===== src/hw/rtl/bgc_pkg.sv =====
package bgc_pkg;

    localparam int MAX_WIDTH       = 2048;
    localparam int MAX_WINDOW      = 128;
    localparam int ANGLE_FRAC_BITS = 14;

    localparam int ADDR_W  = $clog2(MAX_WIDTH);
    localparam int SUM_W   = 40;
    localparam int CNT_W   = 15;
    localparam int GRAD_W  = 13;
    localparam int PROD_W  = 2 * GRAD_W;
    localparam int ENTRY_W = 3 * SUM_W + CNT_W;

    // Serial multiplier and CORDIC datapath widths.
    localparam int ACC_W = 97;
    localparam int MUL_W = 41;
    localparam int CRD_W = 45;
    localparam int ANG_W = 35;
    localparam int ORI_W = 16;
    localparam int CORDIC_STEPS = 31;

    localparam logic [ANG_W-1:0] PI_Q30    = 35'd3373259426;
    localparam logic [MUL_W-1:0] COH_SCALE = 41'd10000;

    localparam logic [1:0] CFG_LINE_WIDTH = 2'd0;
    localparam logic [1:0] CFG_WINDOW     = 2'd1;
    localparam logic [1:0] CFG_EDGE_THR   = 2'd2;
    localparam logic [1:0] CFG_COH_THR    = 2'd3;

    typedef struct packed {
        logic [11:0] line_width;
        logic [7:0]  win_size;
        logic [24:0] edge_threshold_sq;
        logic [13:0] coherence_threshold;
    } cfg_t;

    typedef struct packed {
        logic [SUM_W-1:0] xx;
        logic [SUM_W-1:0] yy;
        logic [SUM_W-1:0] xy;
        logic [CNT_W-1:0] edges;
    } entry_t;

    typedef struct packed {
        logic [10:0]      bx;
        logic [10:0]      by;
        logic [SUM_W-1:0] a;
        logic [SUM_W-1:0] b;
        logic [SUM_W-1:0] c;
        logic [CNT_W-1:0] edges;
    } blk_item_t;

    function automatic logic [11:0] eff_width(input logic [11:0] lw);
        logic [11:0] r;
        if (lw == 12'd0) r = 12'd1;
        else if (lw > 12'(MAX_WIDTH)) r = 12'(MAX_WIDTH);
        else r = lw;
        return r;
    endfunction

    function automatic logic [7:0] eff_window(input logic [7:0] ws);
        logic [7:0] r;
        if (ws == 8'd0) r = 8'd1;
        else if (ws > 8'(MAX_WINDOW)) r = 8'(MAX_WINDOW);
        else r = ws;
        return r;
    endfunction

    // Arctangent of 2^-i in Q30 radians, truncated.
    function automatic logic [ANG_W-1:0] atan_entry(input logic [4:0] i);
        logic [ANG_W-1:0] one;
        logic [ANG_W-1:0] r;
        one = ANG_W'(1);
        case (i)
            5'd0:    r = 35'h03243F6A8;
            5'd1:    r = 35'h01DAC6705;
            5'd2:    r = 35'h00FADBAFC;
            5'd3:    r = 35'h007F56EA6;
            5'd4:    r = 35'h003FEAB76;
            5'd5:    r = 35'h001FFD55B;
            5'd6:    r = 35'h000FFFAAA;
            5'd7:    r = 35'h0007FFF55;
            5'd8:    r = 35'h0003FFFEA;
            5'd9:    r = 35'h0001FFFFD;
            default: r = (one << (5'd30 - i)) - one;
        endcase
        return r;
    endfunction

endpackage


===== src/hw/rtl/bgc_back.sv =====
module bgc_back import bgc_pkg::*; (
    input  logic        aclk,
    input  logic        aresetn,
    input  cfg_t        cfg,
    input  blk_item_t   pop_item,
    input  logic        pop_valid,
    output logic        pop_ready,
    output logic        m_tvalid,
    input  logic        m_tready,
    output logic [55:0] m_tdata
);

    typedef enum logic [8:0] {
        ST_IDLE = 9'b000000001,
        ST_SQD  = 9'b000000010,
        ST_SQC  = 9'b000000100,
        ST_SCL  = 9'b000001000,
        ST_SQS  = 9'b000010000,
        ST_SCR  = 9'b000100000,
        ST_TEST = 9'b001000000,
        ST_CORD = 9'b010000000,
        ST_OUT  = 9'b100000000
    } bstate_t;

    bstate_t state_reg, state_next;

    blk_item_t item_reg, item_next;
    logic signed [MUL_W-1:0] d_reg, d_next;
    logic [ACC_W-1:0] acc_reg, acc_next, mcand_reg, mcand_next, lhs_reg, lhs_next;
    logic [MUL_W-1:0] mplier_reg, mplier_next;
    logic signed [CRD_W-1:0] x_reg, x_next, y_reg, y_next;
    logic signed [ANG_W-1:0] z_reg, z_next;
    logic [4:0] iter_reg, iter_next;
    logic       coh_reg, coh_next;
    logic [ORI_W-1:0] ori_reg, ori_next;

    logic        m_tvalid_reg, m_tvalid_next;
    logic [55:0] m_tdata_reg, m_tdata_next;

    // Combinational helpers.
    logic signed [MUL_W-1:0] d_in;
    logic [SUM_W-1:0] ad_in, cabs;
    logic [MUL_W-1:0] ac2, s_ab;
    logic [ACC_W-1:0] acc_step;
    logic             mul_done;
    logic [7:0]       ws;
    logic [15:0]      wsq;
    logic             aniso, dense;
    logic signed [CRD_W-1:0] x0, y0, xs, ys, xc, yc;
    logic signed [ANG_W-1:0] at, zc, z_rnd;
    logic [ORI_W-1:0] ori_fin;
    logic             out_load;

    assign ws  = eff_window(cfg.win_size);
    assign wsq = {8'd0, ws} * {8'd0, ws};

    assign d_in  = $signed({1'b0, pop_item.a}) - $signed({1'b0, pop_item.b});
    assign ad_in = d_in[MUL_W-1] ? SUM_W'(-d_in) : SUM_W'(d_in);
    assign cabs  = item_reg.c[SUM_W-1] ? (~item_reg.c + SUM_W'(1)) : item_reg.c;
    assign ac2   = {cabs, 1'b0};
    assign s_ab  = {1'b0, item_reg.a} + {1'b0, item_reg.b};

    assign mul_done = (mplier_reg == '0);
    assign acc_step = mplier_reg[0] ? acc_reg + mcand_reg : acc_reg;

    assign aniso = lhs_reg > acc_reg;
    assign dense = {item_reg.edges, 1'b0} >= wsq;

    assign x0 = CRD_W'($signed({item_reg.c, 1'b0}));
    assign y0 = CRD_W'(d_reg);

    assign xs = x_reg >>> iter_reg;
    assign ys = y_reg >>> iter_reg;
    assign at = $signed(atan_entry(iter_reg));

    always_comb begin
        if (y_reg > 0) begin
            xc = x_reg + ys;
            yc = y_reg - xs;
            zc = z_reg + at;
        end else begin
            xc = x_reg - ys;
            yc = y_reg + xs;
            zc = z_reg - at;
        end
    end

    assign z_rnd   = zc + (ANG_W'(1) << (30 - ANGLE_FRAC_BITS));
    assign ori_fin = ORI_W'(z_rnd >>> (31 - ANGLE_FRAC_BITS));

    assign pop_ready = (state_reg == ST_IDLE);
    assign out_load  = (state_reg == ST_OUT) && (!m_tvalid_reg || m_tready);

    always_comb begin
        state_next  = state_reg;
        item_next   = item_reg;
        d_next      = d_reg;
        acc_next    = acc_reg;
        mcand_next  = mcand_reg;
        mplier_next = mplier_reg;
        lhs_next    = lhs_reg;
        x_next      = x_reg;
        y_next      = y_reg;
        z_next      = z_reg;
        iter_next   = iter_reg;
        coh_next    = coh_reg;
        ori_next    = ori_reg;

        if ((state_reg == ST_SQD || state_reg == ST_SQC || state_reg == ST_SCL ||
             state_reg == ST_SQS || state_reg == ST_SCR) && !mul_done) begin
            acc_next    = acc_step;
            mcand_next  = mcand_reg << 1;
            mplier_next = mplier_reg >> 1;
        end

        case (state_reg)
            ST_IDLE: begin
                if (pop_valid) begin
                    item_next   = pop_item;
                    d_next      = d_in;
                    acc_next    = '0;
                    mcand_next  = ACC_W'(ad_in);
                    mplier_next = MUL_W'(ad_in);
                    state_next  = ST_SQD;
                end
            end
            ST_SQD: begin
                if (mul_done) begin
                    mcand_next  = ACC_W'(ac2);
                    mplier_next = ac2;
                    state_next  = ST_SQC;
                end
            end
            ST_SQC: begin
                if (mul_done) begin
                    acc_next    = '0;
                    mcand_next  = acc_reg;
                    mplier_next = COH_SCALE;
                    state_next  = ST_SCL;
                end
            end
            ST_SCL: begin
                if (mul_done) begin
                    lhs_next    = acc_reg;
                    acc_next    = '0;
                    mcand_next  = ACC_W'(s_ab);
                    mplier_next = s_ab;
                    state_next  = ST_SQS;
                end
            end
            ST_SQS: begin
                if (mul_done) begin
                    acc_next    = '0;
                    mcand_next  = acc_reg;
                    mplier_next = MUL_W'(cfg.coherence_threshold);
                    state_next  = ST_SCR;
                end
            end
            ST_SCR: begin
                if (mul_done) state_next = ST_TEST;
            end
            ST_TEST: begin
                coh_next  = aniso && dense;
                ori_next  = '0;
                iter_next = '0;
                if (!(aniso && dense) || (x0 == 0 && y0 == 0)) begin
                    state_next = ST_OUT;
                end else begin
                    // A negative x is first turned by half a circle.
                    if (x0 < 0) begin
                        x_next = -x0;
                        y_next = -y0;
                        z_next = (y0 >= 0) ? $signed(PI_Q30) : -$signed(PI_Q30);
                    end else begin
                        x_next = x0;
                        y_next = y0;
                        z_next = '0;
                    end
                    state_next = ST_CORD;
                end
            end
            ST_CORD: begin
                x_next    = xc;
                y_next    = yc;
                z_next    = zc;
                iter_next = iter_reg + 5'd1;
                if (iter_reg == 5'(CORDIC_STEPS - 1)) begin
                    ori_next   = ori_fin;
                    state_next = ST_OUT;
                end
            end
            ST_OUT: begin
                if (out_load) state_next = ST_IDLE;
            end
            default: state_next = ST_IDLE;
        endcase
    end

    // Output register: m_tdata is block_x, block_y, coherent, orientation,
    // edge_count from bit 0 up.
    always_comb begin
        m_tvalid_next = m_tvalid_reg;
        m_tdata_next  = m_tdata_reg;
        if (out_load) begin
            m_tvalid_next = 1'b1;
            m_tdata_next  = {2'b00, item_reg.edges, ori_reg, coh_reg, item_reg.by, item_reg.bx};
        end else if (m_tready) begin
            m_tvalid_next = 1'b0;
        end
    end

    always_ff @(posedge aclk) begin
        item_reg    <= item_next;
        d_reg       <= d_next;
        acc_reg     <= acc_next;
        mcand_reg   <= mcand_next;
        mplier_reg  <= mplier_next;
        lhs_reg     <= lhs_next;
        x_reg       <= x_next;
        y_reg       <= y_next;
        z_reg       <= z_next;
        iter_reg    <= iter_next;
        coh_reg     <= coh_next;
        ori_reg     <= ori_next;
        m_tdata_reg <= m_tdata_next;
    end

    always_ff @(posedge aclk) begin
        if (!aresetn) begin
            state_reg    <= ST_IDLE;
            m_tvalid_reg <= 1'b0;
        end else begin
            state_reg    <= state_next;
            m_tvalid_reg <= m_tvalid_next;
        end
    end

    assign m_tvalid = m_tvalid_reg;
    assign m_tdata  = m_tdata_reg;

`ifndef SYNTHESIS
    a_noncoh_zero_ori: assert property (@(posedge aclk) disable iff (!aresetn)
        (m_tvalid && !m_tdata[22]) |-> (m_tdata[38:23] == '0))
        else $error("non-coherent block carries an orientation");
    a_cordic_bound: assert property (@(posedge aclk) disable iff (!aresetn)
        (state_reg == ST_CORD) |-> (iter_reg <= 5'(CORDIC_STEPS - 1)))
        else $error("CORDIC iteration count out of range");
    a_load_valid: assert property (@(posedge aclk) disable iff (!aresetn)
        out_load |=> m_tvalid_reg)
        else $error("loaded result not presented");
`endif

endmodule


===== config.mk =====
export PLATFORM = sky130hd
export DESIGN_NAME = bgc_back
export DESIGN_NICKNAME = d
export VERILOG_FILES = /design/src/hw/rtl/bgc_pkg.sv /design/src/hw/rtl/bgc_back.sv
export SDC_FILE = /design/constraint.sdc
export NUM_CORES = 2
export LEC_CHECK = 0
export ABC_CLOCK_PERIOD_IN_PS = 8400
export BUFFER_PORTS_ARGS = -buffer_cell sky130_fd_sc_hd__buf_2
export CAP_MARGIN = 20
export CORE_MARGIN = 4
export CORE_UTILIZATION = 40
export CTS_CLUSTER_SIZE = 10
export DETAILED_ROUTE_END_ITERATION = 8
export SYNTH_ARGS = -nofsm -noshare
export SYNTH_HDL_FRONTEND = slang
export SYNTH_SLANG_ARGS = --single-unit

===== constraint.sdc =====
create_clock -name aclk -period 8.4 [get_ports aclk]
set_input_delay 0.42 -clock aclk [delete_from_list [all_inputs] [get_ports aclk]]
set_output_delay 0.42 -clock aclk [all_outputs]
set_load 0.01 [all_outputs]

==> run metrics <==
status completed; CP Class flip-flop to flip-flop; synth cell count leaders a21oi_1, nand2_1, o21ai_0; FF+latch count, synth 739; vias in the first global route 52000; clock buffer count from CTS between 90 and 100; Root Buffer clkbuf_16; Initial Utilization 40.5%; max_slew headroom 17.3%; clock buffer depth 3; setup TNS 0 ps; DRT iter0 DRCs 5468; wire per inst 23.6 um; initial antenna violation count 13; CP delay by family, top compound AO/OA/AOI/OAI gates; max reg flops 157; Critical Path Most Common Cell a21o_1; number of synthesized flops with an enable pin 494; final hold viol count 0; DRT antenna net count 0; IO Pins 278; Pwr per Cell Area 171 nW/um^2; FMAX 0.128 GHz; routability-driven placement congestion ratio between 0.9 and 1; Yosys cell types 95; Hold Crit Start pop_item[48]; cell taking the most area after synthesis edfxtp_1; Avg Synthesized Cell Area around 9 um^2; maxcap violations 0; CP required slightly below 9000 ps; Post-Route WL 215000 um; skew final 78.6 ps; mapped cell area between 60000 and 70000 um^2; RSZ-0062 raised after global routing no; total power draw 11.6 mW; final setup fails 0; dominant synthesized flop cell edfxtp_1; WHS 63.1 ps; worst min path class input port to flip-flop; first-pass GRT wire length 322000 um; Seq/Total Area, Yosys roughly a third; Leakage Power 27.7 nW; worst slew pin tran 1230 ps; final max-slew violation count 0; First-pass DRT Iterations 6; IO buf count 238; post-synth top area share roughly a quarter; top-count cell post-synth a21oi_1; synth top area cells edfxtp_1, ha_1, dfxtp_1; clk_lat worst skew 740 ps; # DRC 0; critical path peak fanout 54; WP buf/inv 2; DR vias 54400; slowest CP cell mux4_2; Tcrit/Tclk final ~93%; Die X-Extent 395 um; HPWL Detailed 163000 um; largest net degree at the start of global routing about 110; filler instances between 10000 and 15000; DR vias/cell ~6.0; CTS H-Tree Depth 3; final net count 7727; arrival time worst endpoint approximately 8000 ps; FP Rows 141; CP Capture Type flip-flop; share of layout cells above drive strength 1 9.83%; CP peak stage delay 600 ps; postcts setup bufs 0; # clock sinks 739; die area 156000 um^2; worst r2r src iter_reg[1]$_SDFFCE_PN0N_; Vert. Die Dim 395 um; min Tclk post-route between 7000 and 8000 ps; VDD IR-drop max 173 uV; CTS tree built; gr usage total roughly a quarter; CP startpoint kind flip-flop; Layout area overhead 13.4%; Core Box Area 148000 um^2; Mapped Cells 6764; grt ovf 0; ys async rst share 0%; Setup crit start iter_reg[1]$_SDFFCE_PN0N_; clock-pin slew on the worst setup and hold paths 70 ps; Yosys Warn Count 0
-- cells by family after synthesis --
group,after synthesis,share of synthesized area [%]
other,1,0.00625
flip-flops,739,32.9
AO/OA/AOI/OAI,2125,21.8
AND/OR/NAND/NOR,1895,14.7
buffers and inverters,666,4.31
XOR/XNOR,527,7.69
multiplexers,332,8.22
adder cells (fa/ha/maj),479,10.4
-- stage by stage --
stage	utilization (%)	std cells	worst slack, ps	area, um^2
floorplan	-	6775	303	60100
detailed placement	42.8	8785	563	63500
finish	45.9	9109	586	68100
global route	45.9	9104	22.4	68100
CTS	45.9	9102	590	68000
global placement	42.8	8785	806	63500
-- path summary, 6_finish.rpt --
| kind | endpoint | slack, ps | cells after the start |
|---|---|---|---|
| max | x_reg[44]$_DFFE_PP_ | 590 | 27 |
| max reg2reg | x_reg[44]$_DFFE_PP_ | 590 | 27 |
| min reg2reg | m_tdata[15]$_DFFE_PP_ | 370 | 0 |
| min | item_reg[48]$_DFFE_PP_ | 60 | 1 |
-- placed cells by master (no fill, tap or decap), drive strengths merged, types with 63 or more instances in the layout --
cell	instances
buf	344
nor2	477
a21oi	706
ha	448
nand2	688
o21a	63
o21ai	520
xnor2	319
edfxtp	494
a21o	232
mux4	120
nand2b	68
dfxtp	245
clkbuf	145
nand3	119
mux2i	171
nor3	99
xor2	208
inv	335
nand4	97
dlygate4sd3	147
-- power breakdown --
part / total [mW] / switching [mW] / internal [mW]
clock: 4.15 / 1.74 / 2.40
sequential: 4.60 / 0.344 / 4.25
combinational: 2.89 / 1.83 / 1.06
total: 11.6 / 3.92 / 7.72
-- timing repair --
item	in CTS	in global routing
resized for setup	0	2
endpoints found under the hold margin	149	0
setup endpoints to repair	0	2
hold buffers	147	0
-- layer usage --
layer	track usage (%)	vias to the layer above	routed length [um]
met2	40.9	2141	93700
met5	0	-	26
li1	-	25500	-
met1	36.5	26300	93400
met3	5.43	432	18600
met4	9.67	4	8910
-- final cells by class --
class | count | area [um^2] | area share, %
Multi-Input combinational cell | 5370 | 37900 | 55.7
Tap cell | 2002 | 2500 | 3.68
Inverter | 330 | 1250 | 1.83
Clock buffer | 144 | 2700 | 3.96
Clock inverter | 26 | 393 | 0.577
Antenna cell | 5 | 12.5 | 0.0184
Timing Repair Buffer | 493 | 3590 | 5.28
Sequential cell | 739 | 19700 | 29.0
Note: power is estimated with default switching activity, not from simulation.
