===== config.mk =====
export PLATFORM = sky130hd
export DESIGN_NAME = bgc_queue
export DESIGN_NICKNAME = d
export VERILOG_FILES = /design/src/hw/rtl/bgc_pkg.sv /design/src/hw/rtl/bgc_queue.sv
export SDC_FILE = /design/constraint.sdc
export NUM_CORES = 1
export LEC_CHECK = 0
export ABC_CLOCK_PERIOD_IN_PS = 13000
export BUFFER_PORTS_ARGS = -buffer_cell sky130_fd_sc_hd__buf_2
export CORE_UTILIZATION = 40
export DETAILED_ROUTE_END_ITERATION = 8
export PLACE_DENSITY = 0.7
export SYNTH_ARGS = -nofsm -noshare
export SYNTH_HDL_FRONTEND = slang
export SYNTH_SLANG_ARGS = --single-unit

===== constraint.sdc =====
create_clock -name aclk -period 13 [get_ports aclk]
set_input_delay 2.6 -clock aclk [delete_from_list [all_inputs] [get_ports aclk]]
set_output_delay 2.6 -clock aclk [all_outputs]
set_load 0.005 [all_outputs]

===== src/hw/rtl/bgc_pkg.sv =====
package bgc_pkg;

    localparam int MAX_WIDTH       = 2048;
    localparam int MAX_WINDOW      = 128;
    localparam int ANGLE_FRAC_BITS = 14;

    localparam int ADDR_W  = $clog2(MAX_WIDTH);
    localparam int SUM_W   = 40;
    localparam int CNT_W   = 15;
    localparam int GRAD_W  = 13;
    localparam int PROD_W  = 2 * GRAD_W;
    localparam int ENTRY_W = 3 * SUM_W + CNT_W;

    // Serial multiplier and CORDIC datapath widths.
    localparam int ACC_W = 97;
    localparam int MUL_W = 41;
    localparam int CRD_W = 45;
    localparam int ANG_W = 35;
    localparam int ORI_W = 16;
    localparam int CORDIC_STEPS = 31;

    localparam logic [ANG_W-1:0] PI_Q30    = 35'd3373259426;
    localparam logic [MUL_W-1:0] COH_SCALE = 41'd10000;

    localparam logic [1:0] CFG_LINE_WIDTH = 2'd0;
    localparam logic [1:0] CFG_WINDOW     = 2'd1;
    localparam logic [1:0] CFG_EDGE_THR   = 2'd2;
    localparam logic [1:0] CFG_COH_THR    = 2'd3;

    typedef struct packed {
        logic [11:0] line_width;
        logic [7:0]  win_size;
        logic [24:0] edge_threshold_sq;
        logic [13:0] coherence_threshold;
    } cfg_t;

    typedef struct packed {
        logic [SUM_W-1:0] xx;
        logic [SUM_W-1:0] yy;
        logic [SUM_W-1:0] xy;
        logic [CNT_W-1:0] edges;
    } entry_t;

    typedef struct packed {
        logic [10:0]      bx;
        logic [10:0]      by;
        logic [SUM_W-1:0] a;
        logic [SUM_W-1:0] b;
        logic [SUM_W-1:0] c;
        logic [CNT_W-1:0] edges;
    } blk_item_t;

    function automatic logic [11:0] eff_width(input logic [11:0] lw);
        logic [11:0] r;
        if (lw == 12'd0) r = 12'd1;
        else if (lw > 12'(MAX_WIDTH)) r = 12'(MAX_WIDTH);
        else r = lw;
        return r;
    endfunction

    function automatic logic [7:0] eff_window(input logic [7:0] ws);
        logic [7:0] r;
        if (ws == 8'd0) r = 8'd1;
        else if (ws > 8'(MAX_WINDOW)) r = 8'(MAX_WINDOW);
        else r = ws;
        return r;
    endfunction

    // Arctangent of 2^-i in Q30 radians, truncated.
    function automatic logic [ANG_W-1:0] atan_entry(input logic [4:0] i);
        logic [ANG_W-1:0] one;
        logic [ANG_W-1:0] r;
        one = ANG_W'(1);
        case (i)
            5'd0:    r = 35'h03243F6A8;
            5'd1:    r = 35'h01DAC6705;
            5'd2:    r = 35'h00FADBAFC;
            5'd3:    r = 35'h007F56EA6;
            5'd4:    r = 35'h003FEAB76;
            5'd5:    r = 35'h001FFD55B;
            5'd6:    r = 35'h000FFFAAA;
            5'd7:    r = 35'h0007FFF55;
            5'd8:    r = 35'h0003FFFEA;
            5'd9:    r = 35'h0001FFFFD;
            default: r = (one << (5'd30 - i)) - one;
        endcase
        return r;
    endfunction

endpackage


===== src/hw/rtl/bgc_queue.sv =====
module bgc_queue import bgc_pkg::*; (
    input  logic      aclk,
    input  logic      aresetn,
    input  blk_item_t push_item,
    input  logic      push_valid,
    output logic      push_ready,
    output blk_item_t pop_item,
    output logic      pop_valid,
    input  logic      pop_ready
);

    blk_item_t  slot_reg [2];
    logic       wr_ptr_reg, rd_ptr_reg;
    logic [1:0] cnt_reg;
    logic       do_push, do_pop;

    assign push_ready = (cnt_reg != 2'd2);
    assign pop_valid  = (cnt_reg != 2'd0);
    assign pop_item   = slot_reg[rd_ptr_reg];
    assign do_push    = push_valid && push_ready;
    assign do_pop     = pop_valid && pop_ready;

    always_ff @(posedge aclk) begin
        if (do_push) begin
            slot_reg[wr_ptr_reg] <= push_item;
        end
    end

    always_ff @(posedge aclk) begin
        if (!aresetn) begin
            wr_ptr_reg <= 1'b0;
            rd_ptr_reg <= 1'b0;
            cnt_reg    <= 2'd0;
        end else begin
            if (do_push) wr_ptr_reg <= ~wr_ptr_reg;
            if (do_pop) rd_ptr_reg <= ~rd_ptr_reg;
            if (do_push && !do_pop) cnt_reg <= cnt_reg + 2'd1;
            else if (do_pop && !do_push) cnt_reg <= cnt_reg - 2'd1;
        end
    end

endmodule


==> qor.yml, run 1 <==
status:
  run_status: "complete, no violations"
sta:
  slew_headroom_pct: 31.1
  clock.fmax_mhz: 168
  tightest_slew_ns: 1.03
  rsz0062_at_grt: "no"
  fin_crit_ns: 5.95
  hold_violations: 0
  slew_violations: 0
  skew_ns: 0.00917
  tns_ns: 0
  period_share_pct: 45.7
  setup_viol_count_final: 0
  worst_hold_slack_ns: 0.584
  layout_setup_ws_ns: 7.05
clock_network:
  post_cts_buffers: 0
  htree_levels: 1
  holdBufCountCts: 0
  cts_tree: "done"
  clock_path_buffers: 3
  clock_latency_ns: 0.54
  root_buffer: "clkbuf_16"
  cts_resized: 0
  cts_buffers: 31
  cts.reportedPaths.clkPinSlew_ns: 0.06
  cts.sinks: 319
pwr:
  power_switching_mw: 0.663
  ir_worst_vdd_v: 0.000105
  p_clk_share_pct: 30.1
  finalPower_mw: 2.72
  p_seq_share_pct: 48.7
  power.density_nw_per_um2: 187
  comb_power_share_pct: 21.2
  p_sw_share_pct: 24.4
  p_int_mw: 2.06
  leakage_nw: 5.34
die:
  die_y_um: 172
  core-area_sq_um: 28600
  rows: 62
  initial_core_util_pct: 40.6
  fp.dieW_um: 172
  die_area_sq_um: 29700
  ios: 320
yosys:
  yosys.area_share.simple_pct: 0.560
  ys_ff_latch: 319
  synth_fa_ha_area_share_pct: 0.108
  syn-instance-count: 512
  synth.area.mux_share_pct: 15.2
  ys_types: 21
  synth_xor_area_share_pct: 0.226
  avgSynthCellArea_sq_um: 22.7
  syn_area_sq_um: 11600
  synth_top_family_by_area: "multiplexers"
  ys_seq_area_share_pct: 82.1
  synth-compound-area-share_pct: 0.302
  ys_warn_count: 0
  syn-num-nets: 674
detailed_routing:
  drcViolationCount: 0
  viasPerCell: 4.63
  drt-wirelength-per-cell_um: 17.4
  dr.pass1.iters: 4
  wirelength_mm: 21.9
  postRouteAntennaNets: 0
  drt-initial-drc-count: 291
  vias: 5837
final_layout:
  instances_no_fill: 1262
  largest_register_ff_count: 314
  syn2layout_area_growth_pct: 24.9
  utilization_pct: 50.7
  multi_input_area_sq_um: 1910
  final_area_sq_um: 14500
  n_fill_cell: 2394
  layout-drive-gt1-share_pct: 59.8
  nets: 1014
  ff_latch_area_sq_um: 9530
global_routing:
  grt-ovfl-total: 0
  grtUsageTotal_pct: 13.8
  grt_pass1_vias: 5891
  grt_max_degree: 91
  grt_pass1_wl_mm: 31.4
  grt_antenna_before_repair: 3
worst_setup_path:
  crit_path_start_kind: "register"
  required_ns: 10.40
  crit_type: "register to output port"
  critical_path_arrival_ns: 3.35
  end_kind: "output port"
  r2r-start: "cnt_reg[0]"
  path_max_fanout: 76
placed_design:
  io_buffers: 319
  place_ws_ns: 7.57
  gp_congestion: 0.719
  hpwlAfterDp_mm: 14.3
  dpl_cell_area_sq_um: 13600
  dp_cells: 1203
min_path:
  hp-start: "cnt_reg[1]"
  hold_path_class: "register to register"
flow_run:
  maxCapViolations: 0
==> worst paths after layout <==
| check | to | slack (ns) | cells past startpoint |
|---|---|---|---|
| worst min register to register | cnt_reg[1] | 0.58 | 2 |
| worst max-delay path | pop_item[98] | 7.05 | 4 |
| worst max register to register | slot_reg[1][90] | 9.87 | 4 |
| worst min-delay path | cnt_reg[1] | 0.58 | 2 |
==> area by class of cell <==
class                           instances  area share [%]
Antenna cell                            2          0.0345
Clock buffer                           42            5.63
Clock inverter                         15           0.785
Inverter                                1          0.0604
Multi-Input combinational cell        175            13.2
Sequential cell                       319            65.7
Tap cell                              384            3.31
Timing Repair Buffer                  324            11.3
==> power by group through the flow <==
stage	combinational, mW	sequential [mW]	clock [mW]
floorplan	0.370	1.35	0
global placement	0.582	1.34	0
detailed placement	0.587	1.35	0
CTS	0.591	1.33	0.844
global route	0.633	1.34	0.876
finish	0.576	1.32	0.819
==> cells by family (layout without fill, tap and decap cells) <==
| family | count (synthesis) | in the layout |
|---|---|---|
| buffers and inverters | 18 | 382 |
| xor gates and xnor gates | 3 | 3 |
| and+or+nand+nor | 9 | 9 |
| adders and majority gates | 1 | 1 |
| AOI/OAI and AO/OA | 5 | 5 |
| muxes | 157 | 157 |
| DFF | 319 | 319 |
| other | 0 | 2 |
==> layer usage <==
metal  share of wire (%)  global-route usage [%]  routed length [um]  vias to the layer above
li1                    -                       -                   -                     2727
met1                  39                    16.1                8610                     2855
met2                  49                    23.8               10800                      219
met3                 9.4                    5.22                2070                       34
met4                 2.0                    3.81                 449                        2
met5               0.059                       0                  13                        -
==> cell usage in the layout (no fill, tap or decap), types with 4 or more instances in the layout <==
cell	netlist	final
buf_2	2	319
edfxtp_1	314	314
mux2_2	157	157
clkbuf_16	0	31
clkbuf_1	0	11
clkinv_1	0	9
buf_4	2	5
and2_1	4	4
clkinv_2	0	4
dfxtp_1	5	4
==> Yosys cell counts <==
master / count / share of area, %
o21ai_0: 1 / 0.043
buf_6: 13 / 1.3
xor2_1: 1 / 0.075
a21bo_2: 1 / 0.086
edfxtp_1: 314 / 81
and3_1: 1 / 0.054
or3_1: 1 / 0.054
mux2_2: 157 / 15
dfxtp_1: 5 / 0.86
a21boi_1: 1 / 0.065
xnor2_1: 2 / 0.15
o21ai_1: 1 / 0.043
buf_4: 2 / 0.13
or2_2: 1 / 0.054
and2_1: 4 / 0.22
buf_2: 2 / 0.086
nand3b_1: 1 / 0.065
ha_1: 1 / 0.11
inv_1: 1 / 0.032
nand2b_4: 1 / 0.12
a21boi_0: 1 / 0.065
==> worst max-delay path, stage by stage, from the launching register on <==
cell and delay, ns:
dfxtp_4 0.52, buf_4 0.71, buf_4 0.88, mux2_2 0.44, buf_2 0.13
(Power assumes the default switching activity.)
==> run 2, diff against run 1 <==
ABC_AREA = 1   (was unset)
ABC_CLOCK_PERIOD_IN_PS = 6150   (was 13000)
clock period = 6.15 ns   (was 13 ns; I/O delays follow)
==> qor.yml, run 2 <==
status:
  run_status: "complete, no violations"  # unchanged
sta:
  slew_violations: 0  # unchanged
  tightest_slew_ns: 0.905  # was 1.03 ns
  setup_viol_count_final: 0  # unchanged
  period_share_pct: 62.1
  hold_violations: 0  # unchanged
  tns_ns: 0  # unchanged
  slew_headroom_pct: 39.7  # was 31.1%
  rsz0062_at_grt: "no"  # unchanged
  skew_ns: 0.0167  # was 0.00917 ns
  fin_crit_ns: 3.82
  worst_hold_slack_ns: 0.499  # was 0.584 ns
  clock.fmax_mhz: 262
pwr:
  comb_power_share_pct: 18.8  # was 21.2%
  leakage_nw: 5.42  # was 5.34 nW
  power_switching_mw: 1.42  # was 0.663 mW
  p_int_mw: 4.44  # was 2.06 mW
  ir_worst_vdd_v: 0.000349  # was 0.000105 V
  p_clk_share_pct: 32.4  # was 30.1%
  p_seq_share_pct: 48.8  # was 48.7%
  p_sw_share_pct: 24.3  # was 24.4%
  power.density_nw_per_um2: 401  # was 187 nW/um^2
  finalPower_mw: 5.86  # was 2.72 mW
yosys:
  ys_types: 15  # was 21
  ys_ff_latch: 319  # unchanged
  syn_area_sq_um: 11600  # about the same
  synthTopCellsByArea: "edfxtp_1 (81%), mux2_2 (15%), buf_6 (1.3%)"  # unchanged
  avgSynthCellArea_sq_um: 22.1  # was 22.7 sq um
  postSynth.asyncResetShare_pct: 0  # unchanged
  yosysMostFrequentCell: "edfxtp_1"  # unchanged
  syn-num-nets: 687  # was 674
  syn-instance-count: 525  # was 512
  ys_warn_count: 0  # unchanged
  synth_top_area_share_pct: 81.2  # about the same
  yosys_most_used_dff: "edfxtp_1"  # unchanged
  yosysTopAreaCell: "edfxtp_1"  # unchanged
  synth_edf_count: 314  # unchanged
  synth_commonest_cells: "edfxtp_1 (314), mux2_2 (157), buf_6 (13)"  # unchanged
  ys_seq_area_share_pct: 82.1  # about the same
final_layout:
  final_common_cell: "buf_2"  # unchanged
  final_area_sq_um: 14600  # was 14500 sq um
  syn2layout_area_growth_pct: 26.1  # was 24.9%
  utilization_pct: 52.0  # was 50.7%
  layout-drive-gt1-share_pct: 59.3  # was 59.8%
  largest_register_ff_count: 314  # unchanged
  nets: 1028  # was 1014
  final_cell_mix: "buf_2 (319), edfxtp_1 (314), mux2_2 (157)"  # unchanged
min_path:
  hold_path_class: "register to register"  # unchanged
die:
  initial_core_util_pct: 41.2  # was 40.6%
  ios: 320  # unchanged
  die_y_um: 172  # about the same
  fp.dieW_um: 172  # about the same
  rows: 61  # was 62
  die_area_sq_um: 29700  # about the same
  core-area_sq_um: 28200  # was 28600 sq um
clock_network:
  cts.reportedPaths.clkPinSlew_ns: 0.06  # about the same
  root_buffer: "clkbuf_16"  # unchanged
  cts_buffers: 34  # was 31
  clock_path_buffers: 3  # unchanged
  clock_latency_ns: 0.49  # was 0.54 ns
  holdBufCountCts: 0  # unchanged
  cts_resized: 0  # unchanged
  htree_levels: 2  # was 1
  cts.sinks: 319  # unchanged
  cts_tree: "done"  # unchanged
  post_cts_buffers: 0  # unchanged
detailed_routing:
  dr.pass1.iters: 4  # unchanged
  viasPerCell: 4.70  # was 4.63
  postRouteAntennaNets: 0  # unchanged
  vias: 5969  # was 5837
  drt-wirelength-per-cell_um: 17.2  # was 17.4 um
  drcViolationCount: 0  # unchanged
  wirelength_mm: 21.8  # was 21.9 mm
  drt-initial-drc-count: 254  # was 291
global_routing:
  grt_pass1_vias: 6006  # was 5891
  grt_max_degree: 158  # was 91
  grt-ovfl-total: 0  # unchanged
  grtUsageTotal_pct: 14.2  # was 13.8%
  grt_pass1_wl_mm: 31.8  # was 31.4 mm
  grt_antenna_before_repair: 6  # was 3
worst_setup_path:
  required_ns: 4.92  # was 10.40 ns
  crit_type: "register to output port"  # unchanged
  end_kind: "output port"  # unchanged
  cp_top_family: "flip-flops"  # was buffers and inverters
  crit_path_start_kind: "register"  # unchanged
  worst-path-buf-inv: 2  # was 3
  critical_path_arrival_ns: 2.59  # was 3.35 ns
  cp_cell_sequence: "buf_12, mux2_2, buf_2"  # was buf_4, buf_4, mux2_2, buf_2
  slowest_delay_ns: 0.93  # was 0.88 ns
  path_max_fanout: 93  # was 76
  slowest_stage: "dfxtp_4"  # was buf_4
placed_design:
  io_buffers: 319  # unchanged
  gp_congestion: 0.721  # was 0.719
  dpl_cell_area_sq_um: 13600  # about the same
  hpwlAfterDp_mm: 13.9  # was 14.3 mm
flow_run:
  maxCapViolations: 0  # unchanged
[run 2: changes by cell type after synthesis, moves of 2 or more]
cell / before / now
and2_1: 4 / 0
inv_1: 1 / 8
xnor2_1: 2 / 0
nand2_1: 0 / 9
nor2_1: 0 / 8
[run 2: routing by layer]
| metal | part of all wire, % | wire (um) | vias up | GRT usage [%] |
|---|---|---|---|---|
| li1 | - | - | 2772 | - |
| met1 | 39 | 8480 | 2930 | 16.4 |
| met2 | 50 | 10900 | 213 | 24.0 |
| met3 | 8.9 | 1940 | 48 | 5.49 |
| met4 | 2.3 | 507 | 6 | 5.00 |
| met5 | 0.19 | 41 | - | 0 |
[run 2: cells by family after synthesis]
family / after synthesis / share of synthesized area [%]
AO/OA/AOI/OAI: 4 / 0.194
multiplexers: 157 / 15.2
buffers and inverters: 25 / 1.74
flip-flops: 319 / 82.1
adder cells (fa/ha/maj): 1 / 0.108
AND/OR/NAND/NOR: 19 / 0.647
[run 2: layout make-up]
| cell class | instances | area [sq um] |
|---|---|---|
| Clock buffer | 46 | 917 |
| Clock inverter | 13 | 121 |
| Antenna cell | 4 | 10.0 |
| Tap cell | 378 | 473 |
| Timing Repair Buffer | 322 | 1660 |
| Sequential cell | 319 | 9530 |
| Multi-Input combinational cell | 181 | 1890 |
| Fill cell | 2304 | 13500 |
| Inverter | 8 | 30.0 |
[run 2: per-stage QoR]
| step | setup WS, ns | instances |
|---|---|---|
| 2_1_floorplan | -2.36 | 525 |
| 3_3_place_gp | 2.83 | 1208 |
| 3_5_place_dp | 2.84 | 1208 |
| 4_1_cts | 2.30 | 1267 |
| 5_1_grt | 2.17 | 1268 |
| 6_report | 2.33 | 1271 |
[run 2: worst paths after layout]
kind	startpoint	to	slack, ns	cells after the start
worst max register to register	cnt_reg[0]	slot_reg[1][22]	4.15	5
worst min register to register	rd_ptr_reg	register	0.50	2
worst max-delay path	register	pop_item[146]	2.33	3
worst min-delay path	rd_ptr_reg	register	0.50	2
[run 2: power by group through the flow]
| stage | combinational (mW) | clock [mW] | sequential, mW |
|---|---|---|---|
| finish | 1.10 | 1.90 | 2.86 |
| global route | 1.21 | 2.03 | 2.89 |
| CTS | 1.13 | 1.96 | 2.87 |
| detailed placement | 1.12 | 0 | 2.91 |
| global placement | 1.12 | 0 | 2.90 |
| floorplan | 0.702 | 0 | 2.92 |
[run 2: worst register-to-register path, delay by kind of cell (launching register included)]
family / cells / cell delay, ns
flip-flops: 1 / 0.35
buffers and inverters: 2 / 0.74
AND/OR/NAND/NOR: 3 / 0.39
